File: src/rtl/kdg_pkg.sv
// ---------------------------------------------------------------------------
// kdg_pkg
// shared types and constants of the key debounce gesture detector
// ---------------------------------------------------------------------------
package kdg_pkg;

  localparam int NUM_KEYS_DEF = 6;
  localparam int KEY_FIELD_W  = 6;
  localparam int TIME_W       = 32;
  localparam int CNT_W        = 8;
  localparam int MS_W         = 16;
  localparam int CFG_IDX_W    = 2;
  localparam int CFG_DATA_W   = 16;
  localparam int CODE_W       = 3;

  // configuration register indexes
  localparam logic [CFG_IDX_W-1:0] REG_DEBOUNCE_TICKS = 2'd0;
  localparam logic [CFG_IDX_W-1:0] REG_REPEAT_DELAY   = 2'd1;
  localparam logic [CFG_IDX_W-1:0] REG_REPEAT_PERIOD  = 2'd2;
  localparam logic [CFG_IDX_W-1:0] REG_DOUBLE_CLICK   = 2'd3;

  // register reset values
  localparam logic [CNT_W-1:0] DEBOUNCE_TICKS_RST = 8'd20;
  localparam logic [MS_W-1:0]  REPEAT_DELAY_RST   = 16'd500;
  localparam logic [MS_W-1:0]  REPEAT_PERIOD_RST  = 16'd50;
  localparam logic [MS_W-1:0]  DOUBLE_CLICK_RST   = 16'd200;

  typedef enum logic [CODE_W-1:0] {
    EV_NONE   = 3'd0,
    EV_PRESS  = 3'd1,
    EV_DOUBLE = 3'd2,
    EV_HOLD   = 3'd3,
    EV_AUTO   = 3'd4
  } event_code_t;

  typedef struct packed {
    logic        fire;
    event_code_t code;
  } kdg_event_t;

endpackage

File: src/rtl/kdg_debounce.sv
// ---------------------------------------------------------------------------
// kdg_debounce
// per-key debounce counters and the debounced key vector
// ---------------------------------------------------------------------------
module kdg_debounce #(
  parameter int NUM_KEYS = kdg_pkg::NUM_KEYS_DEF
) (
  input  logic                       clk,
  input  logic                       rst,
  input  logic                       en,
  input  logic [NUM_KEYS-1:0]        raw,
  input  logic [kdg_pkg::CNT_W-1:0]  ticks,
  output logic [NUM_KEYS-1:0]        stable,
  output logic [NUM_KEYS-1:0]        stable_next,
  output logic                       new_press
);
  import kdg_pkg::*;

  logic [CNT_W-1:0]    cnt [NUM_KEYS];
  logic [CNT_W-1:0]    cnt_next [NUM_KEYS];
  logic [NUM_KEYS-1:0] press_vec;

  for (genvar i = 0; i < NUM_KEYS; i++) begin : g_key
    always_comb begin
      cnt_next[i]    = cnt[i];
      stable_next[i] = stable[i];
      press_vec[i]   = 1'b0;
      if (cnt[i] != '0) begin
        cnt_next[i] = cnt[i] - 1'b1;
      end else if (raw[i] && !stable[i]) begin
        stable_next[i] = 1'b1;
        cnt_next[i]    = ticks;
        press_vec[i]   = 1'b1;
      end else if (!raw[i] && stable[i]) begin
        stable_next[i] = 1'b0;
        cnt_next[i]    = ticks;
      end
    end

    always_ff @(posedge clk) begin
      if (rst) begin
        cnt[i]    <= '0;
        stable[i] <= 1'b0;
      end else if (en) begin
        cnt[i]    <= cnt_next[i];
        stable[i] <= stable_next[i];
      end
    end
  end

  assign new_press = |press_vec;

endmodule

File: src/rtl/kdg_classify.sv
// ---------------------------------------------------------------------------
// kdg_classify
// press, double click, hold and auto-repeat classification of the keyset
// ---------------------------------------------------------------------------
module kdg_classify #(
  parameter int NUM_KEYS = kdg_pkg::NUM_KEYS_DEF
) (
  input  logic                       clk,
  input  logic                       rst,
  input  logic                       en,
  input  logic [NUM_KEYS-1:0]        stable,
  input  logic [NUM_KEYS-1:0]        stable_next,
  input  logic                       new_press,
  input  logic [kdg_pkg::TIME_W-1:0] now,
  input  logic [kdg_pkg::MS_W-1:0]   repeat_delay,
  input  logic [kdg_pkg::MS_W-1:0]   repeat_period,
  input  logic [kdg_pkg::MS_W-1:0]   double_click,
  output kdg_pkg::kdg_event_t        ev
);
  import kdg_pkg::*;

  logic [NUM_KEYS-1:0] last_pressed;
  logic [NUM_KEYS-1:0] last_pressed_next;
  logic [TIME_W-1:0]   double_dl;
  logic [TIME_W-1:0]   double_dl_next;
  logic [TIME_W-1:0]   repeat_dl;
  logic [TIME_W-1:0]   repeat_dl_next;
  logic                held;
  logic                held_next;
  event_code_t         code;

  always_comb begin
    last_pressed_next = last_pressed;
    double_dl_next    = double_dl;
    repeat_dl_next    = repeat_dl;
    held_next         = held;
    code              = EV_NONE;
    if (stable_next == '0) begin
      held_next      = 1'b0;
      repeat_dl_next = '0;
    end else if (stable_next != stable) begin
      held_next = 1'b0;
      if (new_press) begin
        if (stable_next == last_pressed && now < double_dl) begin
          code = EV_DOUBLE;
        end else begin
          code = EV_PRESS;
        end
        last_pressed_next = stable_next;
        double_dl_next    = now + {{(TIME_W-MS_W){1'b0}}, double_click};
      end
      repeat_dl_next = now + {{(TIME_W-MS_W){1'b0}}, repeat_delay};
    end else if (repeat_dl < now) begin
      code           = held ? EV_AUTO : EV_HOLD;
      held_next      = 1'b1;
      repeat_dl_next = now + {{(TIME_W-MS_W){1'b0}}, repeat_period};
    end
  end

  always_ff @(posedge clk) begin
    if (rst) begin
      last_pressed <= '0;
      double_dl    <= '0;
      repeat_dl    <= '0;
      held         <= 1'b0;
    end else if (en) begin
      last_pressed <= last_pressed_next;
      double_dl    <= double_dl_next;
      repeat_dl    <= repeat_dl_next;
      held         <= held_next;
    end
  end

  assign ev.fire = (code != EV_NONE);
  assign ev.code = code;

endmodule

File: src/rtl/key_debounce_gesture_detector_unit.sv
// ---------------------------------------------------------------------------
// key_debounce_gesture_detector_unit
// debounces a set of keys per tick and reports press, double click, hold and
// auto-repeat events together with the debounced keyset
// ---------------------------------------------------------------------------
//
//  channel | handshake         | payload
//  --------+-------------------+------------------------------
//  in      | in_valid/in_stall | raw_pressed, now_ms
//  out     | out_valid/out_stall | event_code, keyset
//  cfg     | cfg_we            | cfg_index, cfg_data
//
//  one tick is taken per cycle while in_stall is low; its event, if any,
//  reaches out through the input register, then the result register
//  all gesture work for a tick sits between the input and result registers
//  rst is synchronous: counters, keys, deadlines and config go to defaults
//  a held result stalls the pipe only when the input register also holds a
//  tick; otherwise in keeps flowing into the empty input register
//
module key_debounce_gesture_detector_unit #(
  parameter int NUM_KEYS = kdg_pkg::NUM_KEYS_DEF
) (
  input  logic                            clk,
  input  logic                            rst,
  // tick input
  input  logic                            in_valid,
  output logic                            in_stall,
  input  logic [kdg_pkg::KEY_FIELD_W-1:0] raw_pressed,
  input  logic [kdg_pkg::TIME_W-1:0]      now_ms,
  // event output
  output logic                            out_valid,
  input  logic                            out_stall,
  output logic [kdg_pkg::CODE_W-1:0]      event_code,
  output logic [kdg_pkg::KEY_FIELD_W-1:0] keyset,
  // config write port
  input  logic                            cfg_we,
  input  logic [kdg_pkg::CFG_IDX_W-1:0]   cfg_index,
  input  logic [kdg_pkg::CFG_DATA_W-1:0]  cfg_data
);
  import kdg_pkg::*;

  // config registers
  logic [CNT_W-1:0] debounce_ticks;
  logic [MS_W-1:0]  repeat_delay_ms;
  logic [MS_W-1:0]  repeat_period_ms;
  logic [MS_W-1:0]  double_click_ms;

  // input register
  logic                   in_reg_valid;
  logic [KEY_FIELD_W-1:0] in_raw;
  logic [TIME_W-1:0]      in_now;

  // pipe control
  logic in_take;
  logic advance;

  logic [NUM_KEYS-1:0]    raw_vec;
  logic [NUM_KEYS-1:0]    stable;
  logic [NUM_KEYS-1:0]    stable_next;
  logic [KEY_FIELD_W-1:0] keyset_next;
  logic                   new_press;
  kdg_event_t             ev;

  // the tick in the input register moves on whenever the result slot frees
  assign advance  = in_reg_valid && (!out_valid || !out_stall);
  assign in_stall = in_reg_valid && !advance;
  assign in_take  = in_valid && !in_stall;

  // config writes
  always_ff @(posedge clk) begin
    if (rst) begin
      debounce_ticks   <= DEBOUNCE_TICKS_RST;
      repeat_delay_ms  <= REPEAT_DELAY_RST;
      repeat_period_ms <= REPEAT_PERIOD_RST;
      double_click_ms  <= DOUBLE_CLICK_RST;
    end else if (cfg_we) begin
      unique case (cfg_index)
        REG_DEBOUNCE_TICKS: debounce_ticks   <= cfg_data[CNT_W-1:0];
        REG_REPEAT_DELAY:   repeat_delay_ms  <= cfg_data[MS_W-1:0];
        REG_REPEAT_PERIOD:  repeat_period_ms <= cfg_data[MS_W-1:0];
        REG_DOUBLE_CLICK:   double_click_ms  <= cfg_data[MS_W-1:0];
        default: ;
      endcase
    end
  end

  // input register
  always_ff @(posedge clk) begin
    if (rst) begin
      in_reg_valid <= 1'b0;
    end else if (in_take) begin
      in_reg_valid <= 1'b1;
    end else if (advance) begin
      in_reg_valid <= 1'b0;
    end
  end

  always_ff @(posedge clk) begin
    if (in_take) begin
      in_raw <= raw_pressed;
      in_now <= now_ms;
    end
  end

  // map raw contact bits onto the key vector; keys past the field read open
  for (genvar i = 0; i < NUM_KEYS; i++) begin : g_raw
    if (i < KEY_FIELD_W) begin : g_in
      assign raw_vec[i] = in_raw[i];
    end else begin : g_open
      assign raw_vec[i] = 1'b0;
    end
  end

  kdg_debounce #(
    .NUM_KEYS (NUM_KEYS)
  ) u_debounce (
    .clk         (clk),
    .rst         (rst),
    .en          (advance),
    .raw         (raw_vec),
    .ticks       (debounce_ticks),
    .stable      (stable),
    .stable_next (stable_next),
    .new_press   (new_press)
  );

  kdg_classify #(
    .NUM_KEYS (NUM_KEYS)
  ) u_classify (
    .clk           (clk),
    .rst           (rst),
    .en            (advance),
    .stable        (stable),
    .stable_next   (stable_next),
    .new_press     (new_press),
    .now           (in_now),
    .repeat_delay  (repeat_delay_ms),
    .repeat_period (repeat_period_ms),
    .double_click  (double_click_ms),
    .ev            (ev)
  );

  // reported keyset is the low field-width keys, zero filled above NUM_KEYS
  for (genvar j = 0; j < KEY_FIELD_W; j++) begin : g_keyset
    if (j < NUM_KEYS) begin : g_key
      assign keyset_next[j] = stable_next[j];
    end else begin : g_pad
      assign keyset_next[j] = 1'b0;
    end
  end

  // result register: loads on advance, drains when taken
  always_ff @(posedge clk) begin
    if (rst) begin
      out_valid <= 1'b0;
    end else if (advance) begin
      out_valid <= ev.fire;
    end else if (!out_stall) begin
      out_valid <= 1'b0;
    end
  end

  always_ff @(posedge clk) begin
    if (advance && ev.fire) begin
      event_code <= ev.code;
      keyset     <= keyset_next;
    end
  end

endmodule

File: config.mk
export PLATFORM = sky130hd
export DESIGN_NAME = key_debounce_gesture_detector_unit
export DESIGN_NICKNAME = d
export VERILOG_FILES = /design/src/rtl/kdg_pkg.sv /design/src/rtl/kdg_debounce.sv /design/src/rtl/kdg_classify.sv /design/src/rtl/key_debounce_gesture_detector_unit.sv
export SDC_FILE = /design/constraint.sdc
export NUM_CORES = 1
export LEC_CHECK = 0
export ABC_AREA = 1
export BUFFER_PORTS_ARGS = -buffer_cell sky130_fd_sc_hd__buf_2
export CAP_MARGIN = 20
export CORE_MARGIN = 1
export CORE_UTILIZATION = 55
export CTS_BUF_LIST = sky130_fd_sc_hd__clkbuf_16
export DETAILED_ROUTE_END_ITERATION = 16
export GPL_TIMING_DRIVEN = 0
export PLACE_DENSITY_LB_ADDON = 0.1
export SETUP_SLACK_MARGIN = 0.5
export SLEW_MARGIN = 20
export SYNTH_ARGS = -nofsm -noshare
export SYNTH_HDL_FRONTEND = slang
export SYNTH_SLANG_ARGS = --single-unit
File: constraint.sdc
create_clock -name clk -period 4.95 [get_ports clk]
set_input_delay 0.495 -clock clk [delete_from_list [all_inputs] [get_ports clk]]
set_output_delay 0.495 -clock clk [all_outputs]
set_load 0.01 [all_outputs]
=== Yosys cells after proc, flatten, opt, wreduce, memory -nomap -nowiden ===
Memory sizes are Yosys's and may differ from the RTL's.
Cells that the tools add are included.

* Register bits: 182
* RAM bits: 48
* Output and inout port bits: 11
* Word-level logic and storage cells: 172
* Memories kept: 1

* Add/sub/neg operators: 9
* $lt $le $gt $ge: 2
* Eq/ne operators: 6
* Muxes and demuxes: 75
* Bitwise operators: 7
* Reduce and logical (&&, ||, !) cells: 52

{| class="wikitable"
|+ Memory list
! memory !! depth !! bits a word !! rd ports !! clocked after memory_dff !! write ports !! RTL line !! RTL
|-
| u_debounce.cnt || 6 || 8 || 6 || 0 || 6 || kdg_debounce.sv:19 || <nowiki>logic [CNT_W-1:0] cnt [NUM_KEYS];</nowiki>
|}

{| class="wikitable"
|+ Operators by type and width
! cell !! number
|-
| 2-to-1 mux 8 bit || 24
|-
| adder 32 x 16 -> 32 bit || 3
|-
| 2-to-1 mux 32 bit || 3
|-
| < comparator 32 bit || 2
|-
| nonzero test 8 bit || 6
|-
| subtractor 8 x 1 -> 8 bit (second input constant) || 6
|-
| 2-to-1 mux 1 bit || 42
|-
| logical AND 1 bit || 17
|-
| zero test 1 bit || 16
|-
| 2-to-1 mux 3 bit || 5
|-
| AND reduction 2 bit || 5
|-
| equality test 6 bit || 1
|-
| zero test 6 bit || 1
|-
| inequality test 6 bit || 1
|-
| OR 1 bit || 6
|-
| nonzero test 3 bit || 2
|-
| OR reduction 6 bit || 1
|-
| equality test 2 bit (second input constant) || 2
|-
| AND reduction 4 bit || 1
|-
| equality test 2 x 1 -> 1 bit (second input constant) || 1
|-
| zero test 2 bit || 1
|-
| 2-to-1 mux 2 bit || 1
|-
| inequality test 2 x 1 -> 1 bit (second input constant) || 1
|-
| nonzero test 2 bit || 1
|-
| 2 further kinds || 2
|}

=== Depth between registers and ports, before layout ===
Gate-level depths: netlist of run 1.

* Word-level depth: 13
* Depth in mapped cells: 29

=== Modules after synthesis ===
Synthesis of run 1 repeated with hierarchy kept, for this count alone.

* Cells, all modules: 2224
* Area, all modules: 15351.0 um^2

{| class="wikitable"
|+ By module, submodules not included
! module !! times used !! cells an instance !! area an instance (um^2) !! sequential area each (um^2)
|-
| kdg_classify || 1 || 1272 || 7686.1 || 1421.4
|-
| kdg_debounce || 1 || 551 || 3901.2 || 1561.5
|-
| key_debounce_gesture_detector_unit || 1 || 401 || 3763.6 || 2572.5
|}

=== Least setup slack after synthesis of run 1 ===
OpenSTA, ideal clock, no wires.

* Path type: register to register
* Start: memory u_debounce.cnt[4][0], in the netlist u_debounce.cnt[2][0]
* End: register u_classify.repeat_dl[22]
* Data arrival time: 3.570 ns
* Path slack: 1.248 ns
* Stages on the path, launching flop included: 27
* Buffers on the path: 2
* Cells stage by stage: edfxtp_1 > inv_1 > ha_1 > inv_1 > nor3_2 > nand2_2 > nand2_1 > nand2_1 > nand2_1 > nand3b_1 > nor2_4 > inv_2 > buf_2 > clkbuf_1 > nand2_1 > o21ai_0 > ha_1 > fa_1 > nand3_1 > nand2_1 > a21oi_1 > o21ai_1 > nand2_1 > nor2_1 > xor2_1 > nand2_1 > a21oi_1

{| class="wikitable"
|+ RTL lines
! what !! RTL line !! RTL
|-
| start: declaration || kdg_debounce.sv:19 ||
|-
| end signal: assignment || kdg_classify.sv:69 || <nowiki>repeat_dl <= repeat_dl_next;</nowiki>
|-
| end: declaration || kdg_classify.sv:26 || <nowiki>logic [TIME_W-1:0] repeat_dl;</nowiki>
|}

==> metrics.txt, run 1 <==
clk root buf clkbuf_16; Tcrit/Tclk final 0.860; Antenna Cells 0; area leader, netlist edfxtp_1; total wire length 37400 µm; Final Skew 12.8 ps; WS Path Type reg -> reg; antenna-violating nets left 0; CTS tree yes; TritonCTS Buffers 27; Initial Util 0.561; port buffer count 70; Core ar. 24400 µm²; H-tree levels 1; number of flops mapped to enable cells by yosys 95; fraction of registers with async set/reset 0; leading cell type in the layout, fill and taps excluded nand2_1; Post-Syn Area per Cell 7.66 µm²; Fin Setup TNS 0 ps; DRC viols 0; Die Wd 160 µm; Synth area leaders edfxtp_1 (21%), dfxtp_1 (20%), ha_1 (10%), nand2_1 (9.4%), inv_1 (6.7%); crit path time final 4260 ps; initial antenna violation count 0; Slew Limit Fails 0; Area Overhead vs Synth 13.3%; maximum operating frequency 235 MHz; layout cells sized above 1 0.0999; largest net degree at the start of global routing 25; Via Count 12273; worst path arrival time 4720 ps; crit path launch type register; worst hold path stage count 1; Clock Sinks 230; First-pass DRT Iterations 5; CP max FO 10; Routed wire per std cell 16.6 µm; Cell Count, Final, Fillers Out 2246; first-pass GRT wire length 59200 µm; syn_nets 1962; hpwl dp 28200 µm; commonest non-fill, non-tap cells in the layout nand2_1 (341), inv_1 (250), a21oi_1 (174); unique cell type count in the Yosys netlist 49; final hold violation count 0; slowest stage cell, crit path edfxtp_1; Post-Place Cell Area 14500 µm²; num rows 57; peak supply drop 0.248 mV; worst path required time 5420 ps; # Max-Cap Violations 0; ys flop type dfxtp_1; Setup Viol. Count Final 0; #FFs+latches synth 230; Seq/Total Area, Yosys 0.406; clock buffer depth 3; overall routing resource usage 0.291; CP peak stage delay 380 ps; GRT overflow 0; post-synth top area share 0.208; unrepaired setup endpoints after global routing true; Fill cells 2213; Min-Delay Startpoint now_ms[0]; max_slew headroom 0.302; Hold Buf Count CTS 0; outcome finished, final reports clean; r2r endpoint u_classify.repeat_dl[23]$_SDFFE_PP0P_; Detailed Route Iter0 Violations 916; Die Height 160 µm; Crit. End Element register; r2r setup slk 690 ps; Setup crit start u_debounce.cnt[2][0]$_SDFFCE_PN0P_; Most common cell on crit path nand2_1; clock slew at reported path FFs 60 ps; post-synthesis instance total 1787; Ys Warns 0; Worst Hold Class in -> reg; placed insts 2182; leakage power 7.00 nW; vias in the first global route 11729; final net count 2077; Clk Latency, worst-skew pair 540 ps; vias per cell 5.46; mapped cell area 13700 µm²; r2r startpoint u_debounce.cnt[2][0]$_SDFFCE_PN0P_; I/O pins 72; post-route design area 15500 µm²; pwr dens 322 nW/µm²; cells on worst reg2reg path 25; RePlAce Congestion 0.914; Hold EP in_now[0]$_DFFE_PP_; Die Footprint 25500 µm²; actual slew at the worst max-slew pin 1040 ps
==> cells in the mapped netlist (all sizes together), types with 2 or more instances <==
cell type  count
a21oi        176
o21a           3
inv          252
o22ai          7
ha           112
nor3          18
edfxtp        95
xor2          45
nand4         16
a211oi         2
nand3         87
buf           13
fa             2
nand2        360
o211ai         4
nand3b         2
a31oi         26
dfxtp        135
and2           2
o21bai         2
a21o           2
clkbuf        37
nor2         179
o21ai        178
a221oi         2
xnor2         15
or2            2
o221ai         3
a21boi         2
nor4           3
==> worst max-delay path: cells and delay by family, from the launching register on <==
kind	cells	cell delay, ps
compound gates	3	690
simple gates	12	1620
fa+ha+maj	2	420
flops	1	380
xor+xnor	1	140
buf+inv	7	940
==> worst max path at each step <==
stage | end | slack [ps] | cells after the start
detailed placement | u_classify.repeat_dl[30]$_SDFFE_PP0P_ | -10 | 28
global route | u_classify.repeat_dl[23]$_SDFFE_PP0P_ | 470 | 26
CTS | u_classify.repeat_dl[25]$_SDFFE_PP0P_ | 510 | 27
floorplan | u_classify.repeat_dl[22]$_SDFFE_PP0P_ | 1250 | 26
global placement | u_classify.repeat_dl[22]$_SDFFE_PP0P_ | 60 | 27
finish | u_classify.repeat_dl[23]$_SDFFE_PP0P_ | 690 | 25
==> routing by layer <==
layer  GRT usage  up-vias  share of wire  routed length, µm
met5           0        -              0                  0
met4       0.135        0          0.049               1830
met3      0.0384       98          0.053               2000
met2       0.495      344           0.46              17400
met1       0.368     5666           0.43              16200
li1            -     6165              -                  -
==> state kept, by name, indices dropped and copies added, names as in the netlist, 8 cells and up <==
| register | flops |
|---|---|
| in_now | 32 |
| u_classify.double_dl | 32 |
| debounce_ticks | 8 |
| u_classify.repeat_dl | 32 |
| u_debounce.cnt | 48 |
| repeat_delay_ms | 16 |
| double_click_ms | 16 |
| repeat_period_ms | 16 |
==> area by class of cell <==
cell class / count / area [µm²] / area share
multi-input combinational: 1254 / 7080 / 0.456
clock buffer: 27 / 676 / 0.0436
timing repair buffer: 86 / 490 / 0.0316
tap: 324 / 405 / 0.0261
sequential: 230 / 5560 / 0.358
buffer: 50 / 231 / 0.0149
inverter: 253 / 950 / 0.0612
clock inverter: 22 / 125 / 0.00807
==> per-stage QoR <==
step,hold slack [ps],worst slack [ps],utilization,power (mW)
floorplan,425,1250,-,2.85
global placement,433,57.5,0.592,3.11
detailed placement,443,-10.1,0.594,3.13
CTS,101,509,0.628,4.97
global route,104,466,0.636,5.22
finish,128,694,0.636,4.99
==> report_power, final <==
part           switching, mW  internal [mW]  total (mW)
Sequential            0.0899           2.09        2.18
Combinational          0.630          0.344       0.974
Clock                  0.795           1.03        1.83
Total                   1.51           3.47        4.99
==> cells by family (layout without fill, tap and decap cells) <==
group,count (synthesis),count (layout),share of synthesized area
AOI/OAI and AO/OA,410,410,0.158
xor gates and xnor gates,60,60,0.0384
adders and majority gates,114,114,0.105
buffers and inverters,303,438,0.0857
DFF,230,230,0.406
and+or+nand+nor,670,670,0.207
==> what timing repair did <==
action,4_1_cts,5_1_grt
hold endpoints to repair,0,0
resized for setup,17,24
pin swaps,0,8
endpoints found under the setup margin,18,22
setup buffers,0,15
Power figures use the tool's default switching activity.
==> run 2, diff against run 1 <==
Settings changed: BUFFER_PORTS_ARGS -buffer_cell sky130_fd_sc_hd__buf_2 to default, DONT_BUFFER_PORTS from default to 1, SYNTH_HIERARCHICAL from default to 1.
==> run 2 against run 1 <==
  * Non-clock buffer count is 71 lower
  * Final area is 8.8% higher
  * First-iteration DRC count is 49% higher
  * Critical path type unchanged
  * Largest power group unchanged
  * Highest routed layer unchanged
==> metrics.txt, run 2 <==
area of the multi-input gates 8250 µm²; area leader, netlist edfxtp_1; Slew Limit Fails 0; Post-Syn Area per Cell 6.90 µm²; clock buffer depth 3; post-route design area 16900 µm²; commonest cells in the netlist nand2_1 (580), inv_1 (336), nor2_1 (307); area occupied by registers 5560 µm²; leading cell type in the layout, fill and taps excluded nand2_1; I/O pins 72; worst path arrival time 4720 ps; crit path launch type register; Die Height 169 µm; hpwl dp 35900 µm; num rows 60; Post-Place Cell Area 15800 µm²; Initial Util 0.565; commonest non-fill, non-tap cells in the layout nand2_1 (577), inv_1 (338), nor2_1 (304); Finished Core Util 0.621; port buffer count 0; RePlAce Congestion 0.987; CP max FO 10; WS Path Type reg -> reg; worst path required time 5430 ps; Synth Area in Simple Gates 0.318; Clock Sinks 230; Crit. End Element register; maximum operating frequency 236 MHz; overall routing resource usage 0.328; First-pass DRT Iterations 5; vias per cell 5.48; Adder-Cell Fraction of Synth Area 0.0939; crit path time final 4240 ps; syn_nets 2399; antenna-violating nets left 0; layout cells sized above 1 0.0779; GRT overflow 0; fraction of registers with async set/reset 0; Die Wd 169 µm; Hold WS 39.2 ps; xor/xnor share of the synthesized area 0.0154; #FFs+latches synth 230; Routed wire per std cell 17.8 µm; CTS tree yes; number of flops mapped to enable cells by yosys 95; Clk Latency, worst-skew pair 550 ps; largest net degree at the start of global routing 23; peak supply drop 0.309 mV; TritonCTS Buffers 27; final hold violation count 0; clock slew at reported path FFs 60 ps; pwr dens 329 nW/µm²; Core ar. 27200 µm²; Synth Area in Compound Gates 0.105; post-synthesis instance total 2224; H-tree levels 1; Antenna Cells 0; initial antenna violation count 0; Area Overhead vs Synth 9.89%; Seq/Total Area, Yosys 0.362; Worst Hold Class in -> reg; max_slew headroom 0.351; ys flop type dfxtp_1; overall power 5.54 mW; Synth area leaders edfxtp_1 (19%), dfxtp_1 (18%), nand2_1 (14%), ha_1 (9.1%), inv_1 (8.2%); final net count 2438; Fill cells 2603; Detailed Route Iter0 Violations 1362; actual slew at the worst max-slew pin 968 ps; Final Skew 19.6 ps; # Max-Cap Violations 0; largest family of logic cells by synthesized area simple AND/OR/NAND/NOR gates; leakage power 8.40 nW; clk root buf clkbuf_16; Via Count 14551; vias in the first global route 13282; total wire length 47200 µm; Die Footprint 28600 µm²; outcome finished, final reports clean; mapped cell area 15400 µm²; Reg with most FFs u_debounce/cnt; unrepaired setup endpoints after global routing false; Setup Viol. Count Final 0; mux cell area share after synthesis 0; Fin Setup TNS 0 ps; post-synth top area share 0.186; unique cell type count in the Yosys netlist 48; Ys Warns 6; Tcrit/Tclk final 0.857; number of flip-flops in the largest register 48; DRC viols 0; leading cell type by number of instances after synthesis nand2_1; first-pass GRT wire length 72000 µm
-- run 2: changes by cell type after synthesis, sizes merged, moves of 23 or more --
| cell | previous run | this run |
|---|---|---|
| nand2 | 360 | 597 |
| xor2 | 45 | 13 |
| nand3 | 87 | 145 |
| nor2 | 179 | 327 |
| inv | 252 | 346 |
| a31oi | 26 | 2 |
| buf | 13 | 38 |
| a21oi | 176 | 153 |
| o21ai | 178 | 135 |
-- run 2: worst paths after layout --
| check | startpoint | endpoint | slack (ps) | cells after the start |
|---|---|---|---|---|
| min | raw_pressed[2] | in_raw[2]$_DFFE_PP_ | 40 | 0 |
| max reg2reg | u_debounce/cnt[0][0]$_SDFFCE_PP0P_ | u_classify/repeat_dl[29]$_SDFFE_PP0P_ | 710 | 27 |
| min reg2reg | u_classify/double_dl[0]$_SDFFE_PP0P_ | u_classify/double_dl[0]$_SDFFE_PP0P_ | 450 | 2 |
| max | u_debounce/cnt[0][0]$_SDFFCE_PP0P_ | u_classify/repeat_dl[29]$_SDFFE_PP0P_ | 710 | 27 |
-- run 2: power by group --
part           internal [mW]  switching, mW  total [mW]  leakage (nW)
registers               2.10          0.119        2.22          2.07
clock network           1.13          0.815        1.94         0.450
logic                  0.444          0.932        1.38          5.88
total                   3.68           1.87        5.54          8.40
-- run 2: stage by stage --
step,worst slack (ps),instances
finish,709,2656
global route,482,2656
CTS,500,2650
detailed placement,-37.4,2597
global placement,-4.62,2596
floorplan,1070,2224
-- run 2: layout make-up --
class                      count  share of cell area
clock buffer                  28              0.0415
tap                          372              0.0276
sequential                   230               0.329
clock inverter                22             0.00964
buffer                        55              0.0199
multi-input combinational   1592               0.489
timing repair buffer          10             0.00534
inverter                     347              0.0775
-- run 2: kinds of logic after synthesis --
logic type	count (synthesis)
AOI/OAI and AO/OA	309
buffers and inverters	402
adders and majority gates	114
xor gates and xnor gates	27
and+or+nand+nor	1142
DFF	230
-- run 2: worst max-delay path: stages (launching register included) --
cell and delay (ps):
edfxtp_1 360, inv_1 140, ha_1 170, nand2_1 140
nor2_8 200, nand2_1 100, o21a_1 200, nand2_1 90
inv_1 50, o22ai_2 180, nor2_4 70, nand2_4 150
clkinv_4 140, buf_4 200, nand2_1 80, nand2_1 110
ha_1 370, nand2_1 140, nor2_1 280, nand2_1 110
nor2_1 110, nand2_1 80, nand3_2 160, nand2_1 80
nand2_1 70, nand2_1 50, nand3b_1 170, a21oi_2 160
-- run 2: metal layers --
metal / share of wire / vias up / global-route usage
met4: 0.038 / 0 / 0.130
met5: 0 / - / 0
met2: 0.46 / 573 / 0.547
li1: - / 7185 / -
met3: 0.077 / 93 / 0.0367
met1: 0.42 / 6700 / 0.436
-- run 2: repair_timing --
item | in CTS | in global routing
endpoints found under the hold margin | 1 | 0
hold buffers | 1 | 0
gates resized for setup | 6 | 28
endpoints found under the setup margin | 27 | 22
setup buffers | 2 | 6
pin swaps | 1 | 7
